===== src/sv/auto_ranging_light_mapper_assert.svh =====
// Assertion macros for the auto-ranging light mapper.
`ifndef AUTO_RANGING_LIGHT_MAPPER_ASSERT_SVH
`define AUTO_RANGING_LIGHT_MAPPER_ASSERT_SVH
`ifndef SYNTHESIS
`define ARLM_ASSERT(lbl, prop, msg) \
  lbl: assert property (@(posedge clk_i) disable iff (!rst_ni) prop) else $error(msg);
`define ARLM_ASSERT_NEVER(lbl, cond, msg) \
  lbl: assert property (@(posedge clk_i) disable iff (!rst_ni) !(cond)) else $error(msg);
`else
`define ARLM_ASSERT(lbl, prop, msg)
`define ARLM_ASSERT_NEVER(lbl, cond, msg)
`endif
`endif


===== src/sv/arlm_pkg.sv =====
// Shared constants and types for the auto-ranging light mapper.
`default_nettype none
package arlm_pkg;

  localparam int unsigned WINDOW_LENGTH_DEF = 10;
  localparam int unsigned SAMPLE_BITS_DEF   = 10;
  localparam int unsigned WINDOW_PRESET_DEF = 600;

  localparam int unsigned MAP_BITS = 8;   // width of the mapped outputs
  localparam logic [MAP_BITS-1:0] DUTY_FULL = 8'd255;

  localparam int unsigned CFG_IDX_BITS  = 2;
  localparam int unsigned CFG_DATA_BITS = 10;

  localparam logic [CFG_IDX_BITS-1:0] REG_DEAD_BAND  = 2'd0;
  localparam logic [CFG_IDX_BITS-1:0] REG_SERVO_LOW  = 2'd1;
  localparam logic [CFG_IDX_BITS-1:0] REG_SERVO_HIGH = 2'd2;
  localparam logic [CFG_IDX_BITS-1:0] REG_SERVO_REST = 2'd3;

  localparam logic [9:0] DEAD_BAND_RST  = 10'd10;
  localparam logic [7:0] SERVO_LOW_RST  = 8'd20;
  localparam logic [7:0] SERVO_HIGH_RST = 8'd160;
  localparam logic [7:0] SERVO_REST_RST = 8'd90;

  typedef enum logic [3:0] {
    ST_IDLE,
    ST_AVG_GO,
    ST_AVG_WAIT,
    ST_BOUND,
    ST_BLUE_GO,
    ST_BLUE_WAIT,
    ST_SERVO_GO,
    ST_SERVO_WAIT,
    ST_DONE
  } arlm_state_e;

endpackage
`default_nettype wire


===== src/sv/arlm_window.sv =====
// Circular sample window with running sum.
`default_nettype none
module arlm_window #(
  parameter int unsigned WINDOW_LENGTH = 10,
  parameter int unsigned SAMPLE_BITS   = 10,
  parameter int unsigned WINDOW_PRESET = 600,
  parameter int unsigned SUM_BITS      = SAMPLE_BITS + $clog2(WINDOW_LENGTH)
) (
  input  wire logic                   clk_i,
  input  wire logic                   rst_ni,
  input  wire logic                   push_i,
  input  wire logic [SAMPLE_BITS-1:0] sample_i,
  output logic      [SUM_BITS-1:0]    sum_o
);
  localparam int unsigned SLOT_BITS = $clog2(WINDOW_LENGTH);
  localparam int unsigned PRESET_M  = WINDOW_PRESET % (2 ** SAMPLE_BITS);
  localparam int unsigned SUM_RST   = WINDOW_LENGTH * PRESET_M;
  localparam logic [SLOT_BITS-1:0] LAST_SLOT = SLOT_BITS'(WINDOW_LENGTH - 1);

  logic [SAMPLE_BITS-1:0] win_q [WINDOW_LENGTH];
  logic [SLOT_BITS-1:0]   slot_q, slot_d;
  logic [SUM_BITS-1:0]    sum_q, sum_d;

  always_comb begin
    sum_d  = sum_q - SUM_BITS'(win_q[slot_q]) + SUM_BITS'(sample_i);
    slot_d = (slot_q >= LAST_SLOT) ? '0 : slot_q + 1'b1;
  end

  always_ff @(posedge clk_i or negedge rst_ni) begin
    if (!rst_ni) begin
      for (int i = 0; i < WINDOW_LENGTH; i++) begin
        win_q[i] <= SAMPLE_BITS'(PRESET_M);
      end
      slot_q <= '0;
      sum_q  <= SUM_BITS'(SUM_RST);
    end else if (push_i) begin
      win_q[slot_q] <= sample_i;
      slot_q        <= slot_d;
      sum_q         <= sum_d;
    end
  end

  assign sum_o = sum_q;

endmodule
`default_nettype wire


===== src/sv/arlm_divider.sv =====
// Shared restoring divider, one quotient bit per cycle.
`default_nettype none
module arlm_divider #(
  parameter int unsigned QUOT_BITS = 10,
  parameter int unsigned NUM_BITS  = QUOT_BITS + 8
) (
  input  wire logic                 clk_i,
  input  wire logic                 rst_ni,
  input  wire logic                 start_i,
  input  wire logic [NUM_BITS-1:0]  num_i,   // num_i >> QUOT_BITS must be below den_i
  input  wire logic [QUOT_BITS-1:0] den_i,
  output logic                      done_o,
  output logic      [QUOT_BITS-1:0] quot_o
);
  localparam int unsigned CNT_BITS = $clog2(QUOT_BITS + 1);

  logic [QUOT_BITS-1:0] rem_q, rem_d;
  logic [QUOT_BITS-1:0] low_q, low_d;
  logic [QUOT_BITS-1:0] quot_q, quot_d;
  logic [QUOT_BITS-1:0] den_q, den_d;
  logic [CNT_BITS-1:0]  cnt_q, cnt_d;
  logic                 busy_q, busy_d;
  logic                 done_q, done_d;
  logic [QUOT_BITS:0]   trial;
  logic [QUOT_BITS:0]   diff;

  always_comb begin
    trial  = {rem_q, low_q[QUOT_BITS-1]};
    diff   = trial - {1'b0, den_q};
    rem_d  = rem_q;
    low_d  = low_q;
    quot_d = quot_q;
    den_d  = den_q;
    cnt_d  = cnt_q;
    busy_d = busy_q;
    done_d = 1'b0;
    if (start_i) begin
      rem_d  = QUOT_BITS'(num_i[NUM_BITS-1:QUOT_BITS]);
      low_d  = num_i[QUOT_BITS-1:0];
      quot_d = '0;
      den_d  = den_i;
      cnt_d  = CNT_BITS'(QUOT_BITS);
      busy_d = 1'b1;
    end else if (busy_q) begin
      // trial subtract; a borrow keeps the partial remainder
      if (!diff[QUOT_BITS]) begin
        rem_d = diff[QUOT_BITS-1:0];
      end else begin
        rem_d = trial[QUOT_BITS-1:0];
      end
      low_d  = low_q << 1;
      quot_d = {quot_q[QUOT_BITS-2:0], ~diff[QUOT_BITS]};
      cnt_d  = cnt_q - 1'b1;
      if (cnt_q == CNT_BITS'(1)) begin
        busy_d = 1'b0;
        done_d = 1'b1;
      end
    end
  end

  always_ff @(posedge clk_i or negedge rst_ni) begin
    if (!rst_ni) begin
      busy_q <= 1'b0;
      done_q <= 1'b0;
      cnt_q  <= '0;
    end else begin
      busy_q <= busy_d;
      done_q <= done_d;
      cnt_q  <= cnt_d;
    end
  end

  always_ff @(posedge clk_i) begin
    rem_q  <= rem_d;
    low_q  <= low_d;
    quot_q <= quot_d;
    den_q  <= den_d;
  end

  assign done_o = done_q;
  assign quot_o = quot_q;

endmodule
`default_nettype wire


===== src/sv/auto_ranging_light_mapper.sv =====
// Top level of the auto-ranging light mapper: sequencer, bounds and output register.
//
//   channel   | dir | handshake          | payload
//   s_axis    | in  | tvalid / tready    | light_sample
//   m_axis    | out | tvalid / tready    | blue, red, servo, average, low, high
//   cfg       | in  | cfg_we_i           | cfg_idx_i, cfg_data_i
//
// A new sample is accepted only once the previous one has gone back to idle;
// each sample runs through the one shared divider in turn: average, blue map,
// servo map, with the two maps skipped when the spread lies in the dead band.
// Reset preloads the window and clears the bounds; no clearing pass.
// A result waiting in the output register does not block a new request; the
// sequencer stalls in its last step only if the previous result is still held.
`default_nettype none
module auto_ranging_light_mapper #(
  parameter int unsigned WINDOW_LENGTH = arlm_pkg::WINDOW_LENGTH_DEF,
  parameter int unsigned SAMPLE_BITS   = arlm_pkg::SAMPLE_BITS_DEF,
  parameter int unsigned WINDOW_PRESET = arlm_pkg::WINDOW_PRESET_DEF
) (
  input  wire logic                               clk_i,
  input  wire logic                               rst_ni,
  // light_sample [9:0], zero padding [15:10]
  input  wire logic                               s_axis_tvalid,
  output logic                                    s_axis_tready,
  input  wire logic [15:0]                        s_axis_tdata,
  // blue_duty [7:0], red_duty [15:8], servo_angle [23:16], average_level [33:24],
  // low_bound [43:34], high_bound [53:44], zero padding [55:54]
  output logic                                    m_axis_tvalid,
  input  wire logic                               m_axis_tready,
  output logic [55:0]                             m_axis_tdata,
  input  wire logic                               cfg_we_i,
  input  wire logic [arlm_pkg::CFG_IDX_BITS-1:0]  cfg_idx_i,
  input  wire logic [arlm_pkg::CFG_DATA_BITS-1:0] cfg_data_i
);
  import arlm_pkg::*;
  `include "auto_ranging_light_mapper_assert.svh"

  localparam int unsigned SB       = SAMPLE_BITS;
  localparam int unsigned NUM_BITS = SB + MAP_BITS;
  localparam int unsigned SUM_BITS = SB + $clog2(WINDOW_LENGTH);
  localparam int unsigned CMP_BITS = (SB > 10) ? SB : 10;

  // configuration registers
  logic [9:0] dead_band_q;
  logic [7:0] servo_low_q, servo_high_q, servo_rest_q;

  always_ff @(posedge clk_i or negedge rst_ni) begin
    if (!rst_ni) begin
      dead_band_q  <= DEAD_BAND_RST;
      servo_low_q  <= SERVO_LOW_RST;
      servo_high_q <= SERVO_HIGH_RST;
      servo_rest_q <= SERVO_REST_RST;
    end else if (cfg_we_i) begin
      case (cfg_idx_i)
        REG_DEAD_BAND:  dead_band_q  <= cfg_data_i;
        REG_SERVO_LOW:  servo_low_q  <= cfg_data_i[7:0];
        REG_SERVO_HIGH: servo_high_q <= cfg_data_i[7:0];
        REG_SERVO_REST: servo_rest_q <= cfg_data_i[7:0];
        default: ;
      endcase
    end
  end

  arlm_state_e state_q, state_d;

  logic s_accept;
  assign s_accept = s_axis_tvalid && s_axis_tready;

  // window and running sum
  logic [SUM_BITS-1:0] win_sum;

  arlm_window #(
    .WINDOW_LENGTH(WINDOW_LENGTH),
    .SAMPLE_BITS  (SB),
    .WINDOW_PRESET(WINDOW_PRESET),
    .SUM_BITS     (SUM_BITS)
  ) u_window (
    .clk_i   (clk_i),
    .rst_ni  (rst_ni),
    .push_i  (s_accept),
    .sample_i(SB'(s_axis_tdata[9:0])),
    .sum_o   (win_sum)
  );

  // datapath registers
  logic [SB-1:0]       avg_q, low_q, high_q, off_q, span_q;
  logic [MAP_BITS-1:0] blue_q, red_q, servo_q;

  // shared divider
  logic                div_start, div_done;
  logic [NUM_BITS-1:0] div_num;
  logic [SB-1:0]       div_den, div_quot;
  logic [MAP_BITS-1:0] map_mult;
  logic [NUM_BITS-1:0] map_prod;

  arlm_divider #(
    .QUOT_BITS(SB),
    .NUM_BITS (NUM_BITS)
  ) u_divider (
    .clk_i  (clk_i),
    .rst_ni (rst_ni),
    .start_i(div_start),
    .num_i  (div_num),
    .den_i  (div_den),
    .done_o (div_done),
    .quot_o (div_quot)
  );

  // servo map direction and step size
  logic                servo_down;
  logic [MAP_BITS-1:0] servo_mag;
  assign servo_down = servo_high_q < servo_low_q;
  assign servo_mag  = servo_down ? (servo_low_q - servo_high_q)
                                 : (servo_high_q - servo_low_q);

  assign map_prod = NUM_BITS'(off_q) * NUM_BITS'(map_mult);

  // widening against the fresh average
  logic [SB-1:0] low_wide, high_wide;
  assign high_wide = (div_quot > high_q) ? div_quot : high_q;
  assign low_wide  = (div_quot < low_q)  ? div_quot : low_q;

  // spread after widening; a borrow means crossed bounds, treated as inside
  logic [SB:0] spread;
  logic        in_dead_band;
  assign spread       = {1'b0, high_q} - {1'b0, low_q};
  assign in_dead_band = spread[SB] ||
                        (CMP_BITS'(spread[SB-1:0]) <= CMP_BITS'(dead_band_q));

  // decay after the outputs are formed
  logic [SB-1:0] low_dec, high_dec;
  assign low_dec  = (high_q > low_q) ? low_q + 1'b1  : low_q;
  assign high_dec = (high_q > low_q) ? high_q - 1'b1 : high_q;

  logic out_load;
  assign out_load = (state_q == ST_DONE) && (!m_axis_tvalid || m_axis_tready);

  // next state
  always_comb begin
    state_d = state_q;
    case (state_q)
      ST_IDLE:       if (s_accept) state_d = ST_AVG_GO;
      ST_AVG_GO:     state_d = ST_AVG_WAIT;
      ST_AVG_WAIT:   if (div_done) state_d = ST_BOUND;
      ST_BOUND:      state_d = in_dead_band ? ST_DONE : ST_BLUE_GO;
      ST_BLUE_GO:    state_d = ST_BLUE_WAIT;
      ST_BLUE_WAIT:  if (div_done) state_d = ST_SERVO_GO;
      ST_SERVO_GO:   state_d = ST_SERVO_WAIT;
      ST_SERVO_WAIT: if (div_done) state_d = ST_DONE;
      ST_DONE:       if (out_load) state_d = ST_IDLE;
      default:       state_d = ST_IDLE;
    endcase
  end

  // sequencer outputs
  always_comb begin
    s_axis_tready = 1'b0;
    div_start     = 1'b0;
    div_num       = NUM_BITS'(win_sum);
    div_den       = SB'(WINDOW_LENGTH);
    map_mult      = DUTY_FULL;
    case (state_q)
      ST_IDLE:     s_axis_tready = 1'b1;
      ST_AVG_GO:   div_start = 1'b1;
      ST_BLUE_GO: begin
        div_start = 1'b1;
        div_num   = map_prod;
        div_den   = span_q;
      end
      ST_SERVO_GO: begin
        div_start = 1'b1;
        map_mult  = servo_mag;
        div_num   = map_prod;
        div_den   = span_q;
      end
      default: ;
    endcase
  end

  always_ff @(posedge clk_i or negedge rst_ni) begin
    if (!rst_ni) begin
      state_q <= ST_IDLE;
      low_q   <= '0;
      high_q  <= '0;
    end else begin
      state_q <= state_d;
      if (state_q == ST_AVG_WAIT && div_done) begin
        low_q  <= low_wide;
        high_q <= high_wide;
      end else if (out_load) begin
        low_q  <= low_dec;
        high_q <= high_dec;
      end
    end
  end

  always_ff @(posedge clk_i) begin
    case (state_q)
      ST_AVG_WAIT: if (div_done) avg_q <= div_quot;
      ST_BOUND: begin
        off_q   <= avg_q - low_q;
        span_q  <= spread[SB-1:0];
        blue_q  <= '0;
        red_q   <= '0;
        servo_q <= servo_rest_q;
      end
      ST_BLUE_WAIT: begin
        if (div_done) begin
          blue_q <= div_quot[MAP_BITS-1:0];
          red_q  <= DUTY_FULL - div_quot[MAP_BITS-1:0];
        end
      end
      ST_SERVO_WAIT: begin
        if (div_done) begin
          servo_q <= servo_down ? servo_low_q - div_quot[MAP_BITS-1:0]
                                : servo_low_q + div_quot[MAP_BITS-1:0];
        end
      end
      default: ;
    endcase
  end

  // output register
  logic        m_valid_q, m_valid_d;
  logic [55:0] m_data_q;

  always_comb begin
    m_valid_d = m_valid_q;
    if (out_load) begin
      m_valid_d = 1'b1;
    end else if (m_axis_tready) begin
      m_valid_d = 1'b0;
    end
  end

  always_ff @(posedge clk_i or negedge rst_ni) begin
    if (!rst_ni) begin
      m_valid_q <= 1'b0;
    end else begin
      m_valid_q <= m_valid_d;
    end
  end

  always_ff @(posedge clk_i) begin
    if (out_load) begin
      m_data_q <= {2'b00, 10'(high_dec), 10'(low_dec), 10'(avg_q),
                   servo_q, red_q, blue_q};
    end
  end

  assign m_axis_tvalid = m_valid_q;
  assign m_axis_tdata  = m_data_q;

  // checks
  `ARLM_ASSERT(a_accept_starts, s_accept |=> (state_q == ST_AVG_GO), "accept did not start")
  `ARLM_ASSERT(a_div_done_wait, div_done |-> (state_q == ST_AVG_WAIT || state_q == ST_BLUE_WAIT || state_q == ST_SERVO_WAIT), "divider result unexpected")
  `ARLM_ASSERT(a_duty_pair, m_axis_tvalid |-> ((m_axis_tdata[7:0] == 8'd0 && m_axis_tdata[15:8] == 8'd0) || ({1'b0, m_axis_tdata[7:0]} + {1'b0, m_axis_tdata[15:8]} == 9'd255)), "duty pair mismatch")
  `ARLM_ASSERT(a_bounds_order, (state_q == ST_IDLE) |-> ({1'b0, low_q} <= {1'b0, high_q} + 1'b1), "bounds crossed by more than one")

endmodule
`default_nettype wire

===== config.mk =====
export PLATFORM = sky130hd
export DESIGN_NAME = auto_ranging_light_mapper
export DESIGN_NICKNAME = d
export VERILOG_FILES = /design/src/sv/arlm_pkg.sv /design/src/sv/arlm_window.sv /design/src/sv/arlm_divider.sv /design/src/sv/auto_ranging_light_mapper.sv
export VERILOG_INCLUDE_DIRS = /design/src /design/src/sv
export SDC_FILE = /design/constraint.sdc
export NUM_CORES = 1
export LEC_CHECK = 0
export BUFFER_PORTS_ARGS = -buffer_cell sky130_fd_sc_hd__clkbuf_2
export CAP_MARGIN = 10
export CORE_ASPECT_RATIO = 1.4
export CORE_MARGIN = 2
export CORE_UTILIZATION = 30
export DETAILED_ROUTE_END_ITERATION = 16
export HOLD_SLACK_MARGIN = 0.02
export SYNTH_ARGS = -nofsm -noshare
export SYNTH_HDL_FRONTEND = slang
export SYNTH_HIERARCHICAL = 1
export SYNTH_SLANG_ARGS = --single-unit

===== constraint.sdc =====
create_clock -name clk_i -period 13.48 [get_ports clk_i]
set_input_delay 2.022 -clock clk_i [delete_from_list [all_inputs] [get_ports clk_i]]
set_output_delay 2.022 -clock clk_i [all_outputs]
set_load 0.03 [all_outputs]

==> run summary <==
area leader, netlist -> edfxtp_1
ant diodes -> 0
Register Area -> 8976 sq um
compound-gate portion of the synthesized area -> 13.99%
Reg with most FFs -> u_window/win_q
routed via count -> 15290
Post-Synthesis Cells -> 1962
status -> finished, final reports clean
max cap viols -> 0
vias in the first global route -> 16160
Via density -> 5.108
Crit Path Class -> reg2reg
total global-route track usage -> 15.40%
ys async rst share -> 55.29%
footprint of the multi-input gates -> 11030 sq um
pin count of the biggest net entering global routing -> 81
post-DP HPWL -> 41720 microns
Routed Antenna Nets -> 0
CTS buffer count -> 37
min Tclk post-route -> 7584 ps
count of final hold-check violations -> 0
static leakage -> 10.07 nW
synth warn -> 6
root buf cell -> clkbuf_16
drt pass-1 iters -> 5
Synth Area in Simple Gates -> 11.97%
Setup Buffers After CTS -> 0
# hold bufs at CTS -> 0
Worst setup SP type -> flip-flop
R2R depth -> 24
clock insertion delay at the later pin of the skew report -> 570 ps
Mapped Area -> 21050 sq um
Post-Syn Area per Cell -> 10.73 sq um
IO Count -> 91
Buffers on Ports -> 82
post-synth top area share -> 19.40%
die width -> 227.9 microns
Final Cycle Share -> 56.26%
sequential cell area fraction in the yosys report -> 42.64%
DIE AREA -> 72320 sq um
worst path required time -> 13740 ps
Synth cell types -> 100
WP data arrival -> 7840 ps
adder-cell share of the synthesized area -> 14.53%
Starting Density -> 30.36%
Synth Flop Type -> edfxtp_1
EDFF count, synth -> 136
CP Capture Type -> flip-flop
total grt overflow -> 0
# nets final -> 2275
DRC viols -> 0
power density cells -> 272.4 nW/um^2
Max Slew Vio Count -> 0
Seq cells post-synth -> 331
largest family of logic cells by synthesized area -> adder cells
drt initial violations -> 831
CTS resizes -> 0
Fin Clk Skew -> 46.43 ps
maximum clock rate -> 131.9 MHz
total negative slack -> 0 ps
synth cell count leaders -> inv_1 (198), nand2_1 (163), ha_1 (142), edfxtp_1 (136), dfrtp_1 (126)
core area -> 69320 sq um
synth top area cells -> edfxtp_1 (19%), dfrtp_1 (15%), ha_1 (8.4%), dfstp_2 (7.1%), fa_1 (6.1%)
synth-to-layout area growth -> 12.80%
Slew @ Worst Pin -> 1266 ps
Hold Crit Depth -> 0
CTS tree -> yes
most common cell in the netlist -> inv_1
RSZ-0062 raised after global routing -> false
Clock Path Buffers -> 3
crit-path max FO -> 10
die height -> 317.4 microns
worst hold margin -> 420.4 ps
Largest register FFs -> 100
VDD IR-drop max -> 0.0001689 V
max_slew headroom -> 15.12%
first-pass GRT wire length -> 89450 microns
CTS Sinks -> 331
HP Class -> reg2reg
final RePlAce weighted congestion -> 0.9414
mux cell area share after synthesis -> 8.893%
WL per Instance -> 18.77 microns
clock-pin transition on the worst setup and hold timing paths -> 60 ps
H-tree depth -> 2
overall routed net length -> 56180 microns
number of antenna violations at the first check in global routing -> 0
Filler cells -> 7012
share of cells above drive strength 1 -> 18.50%
cell row count -> 114
Final setup viols -> 0
xor-xnor portion of the synthesized cell area -> 2.871%
[per-layer routing]
metal / global-route usage, % / up-vias / wire (microns)
li1: - / 7169 / -
met1: 16.90 / 7630 / 21940
met2: 28.69 / 360 / 29340
met3: 2.177 / 129 / 1965
met4: 7.916 / 0 / 2932
met5: 0 / - / 0
[final timing paths]
kind / from / end / slack, ps
setup / recovery: servo_low_q[0] / u_divider/rem_q[7] / 5900
hold / removal: servo_q[5] / m_axis_tdata[21] / 420
setup reg to reg: servo_low_q[0] / u_divider/rem_q[7] / 5900
hold reg to reg: servo_q[5] / m_axis_tdata[21] / 420
max in group asynchronous: rst_ni / u_window/slot_q[0] / 10690
min in group asynchronous: rst_ni / u_window/win_q[72] / 1350
[cells by family after synthesis]
family | after synthesis
flip-flops | 331
AND/OR/NAND/NOR | 502
multiplexers | 151
XOR/XNOR | 69
AO/OA/AOI/OAI | 434
buffers and inverters | 268
other | 1
adder cells (fa/ha/maj) | 206
[critical path, stage by stage (launching register included)]
cell and delay (ps):
dfrtp_1 410, ha_1 250, fa_1 400, nand3b_1 240, a21o_1 300, a311oi_1 410
a211oi_1 160, o221ai_2 530, nor2_1 140, fa_1 540, fa_1 520, fa_1 540
inv_1 50, fa_1 530, inv_1 40, ha_1 330, or4_1 530, o21ai_0 90
a31oi_1 120, a211oi_1 430, a21oi_1 140, mux2i_1 140, and2_1 170, a41oi_1 150
o31ai_1 110
[metrics by stage]
stage                     setup WS [ps]  instances  instance area [sq um]  power [mW]  util, %
final                              5896       2993                  23740       6.468    34.25
after global routing               5463       2993                  23740       7.064    34.25
after CTS                          5882       2992                  23730       6.497    34.23
after detailed placement           5935       2924                  22480       5.416    32.43
after global placement             5997       2924                  22480       5.297    32.43
after floorplan                    6795       1963                  21050       4.509        -
[where the power goes]
| group | internal [mW] | switching [mW] | leakage, nW |
|---|---|---|---|
| combinational | 1.58 | 2.18 | 5.99 |
| sequential | 1.44 | 0.224 | 3.48 |
| clock | 0.586 | 0.453 | 0.596 |
[cell usage in the layout, fill, tap and decap left out, types with 11 or more instances in the layout]
cell / n
xor2_1: 26
a21o_1: 32
dfxtp_1: 12
nor2b_1: 19
mux4_2: 20
and2_1: 33
nand4_1: 11
a21oi_1: 61
o21ai_0: 116
dfstp_2: 57
clkbuf_2: 81
ha_1: 142
nor2_1: 97
nand3_1: 37
or3_1: 15
buf_4: 20
inv_1: 197
clkbuf_16: 37
o22ai_1: 16
o22a_1: 11
edfxtp_1: 136
mux2i_1: 43
a31oi_1: 34
and3_1: 11
o21a_1: 17
nand2_1: 163
nor3_1: 39
mux2_2: 88
xnor2_1: 43
nand2b_1: 14
fa_1: 64
a211oi_1: 18
dfrtp_1: 125
[cell type report]
type / count / area share, %
clock buffer: 42 / 4.063
clock inverter: 26 / 1.212
sequential: 331 / 37.81
multi-input combinational: 1364 / 46.45
tap: 928 / 4.891
inverter: 199 / 3.146
timing repair buffer: 103 / 2.435
Note: power is estimated with default switching activity, not from simulation.
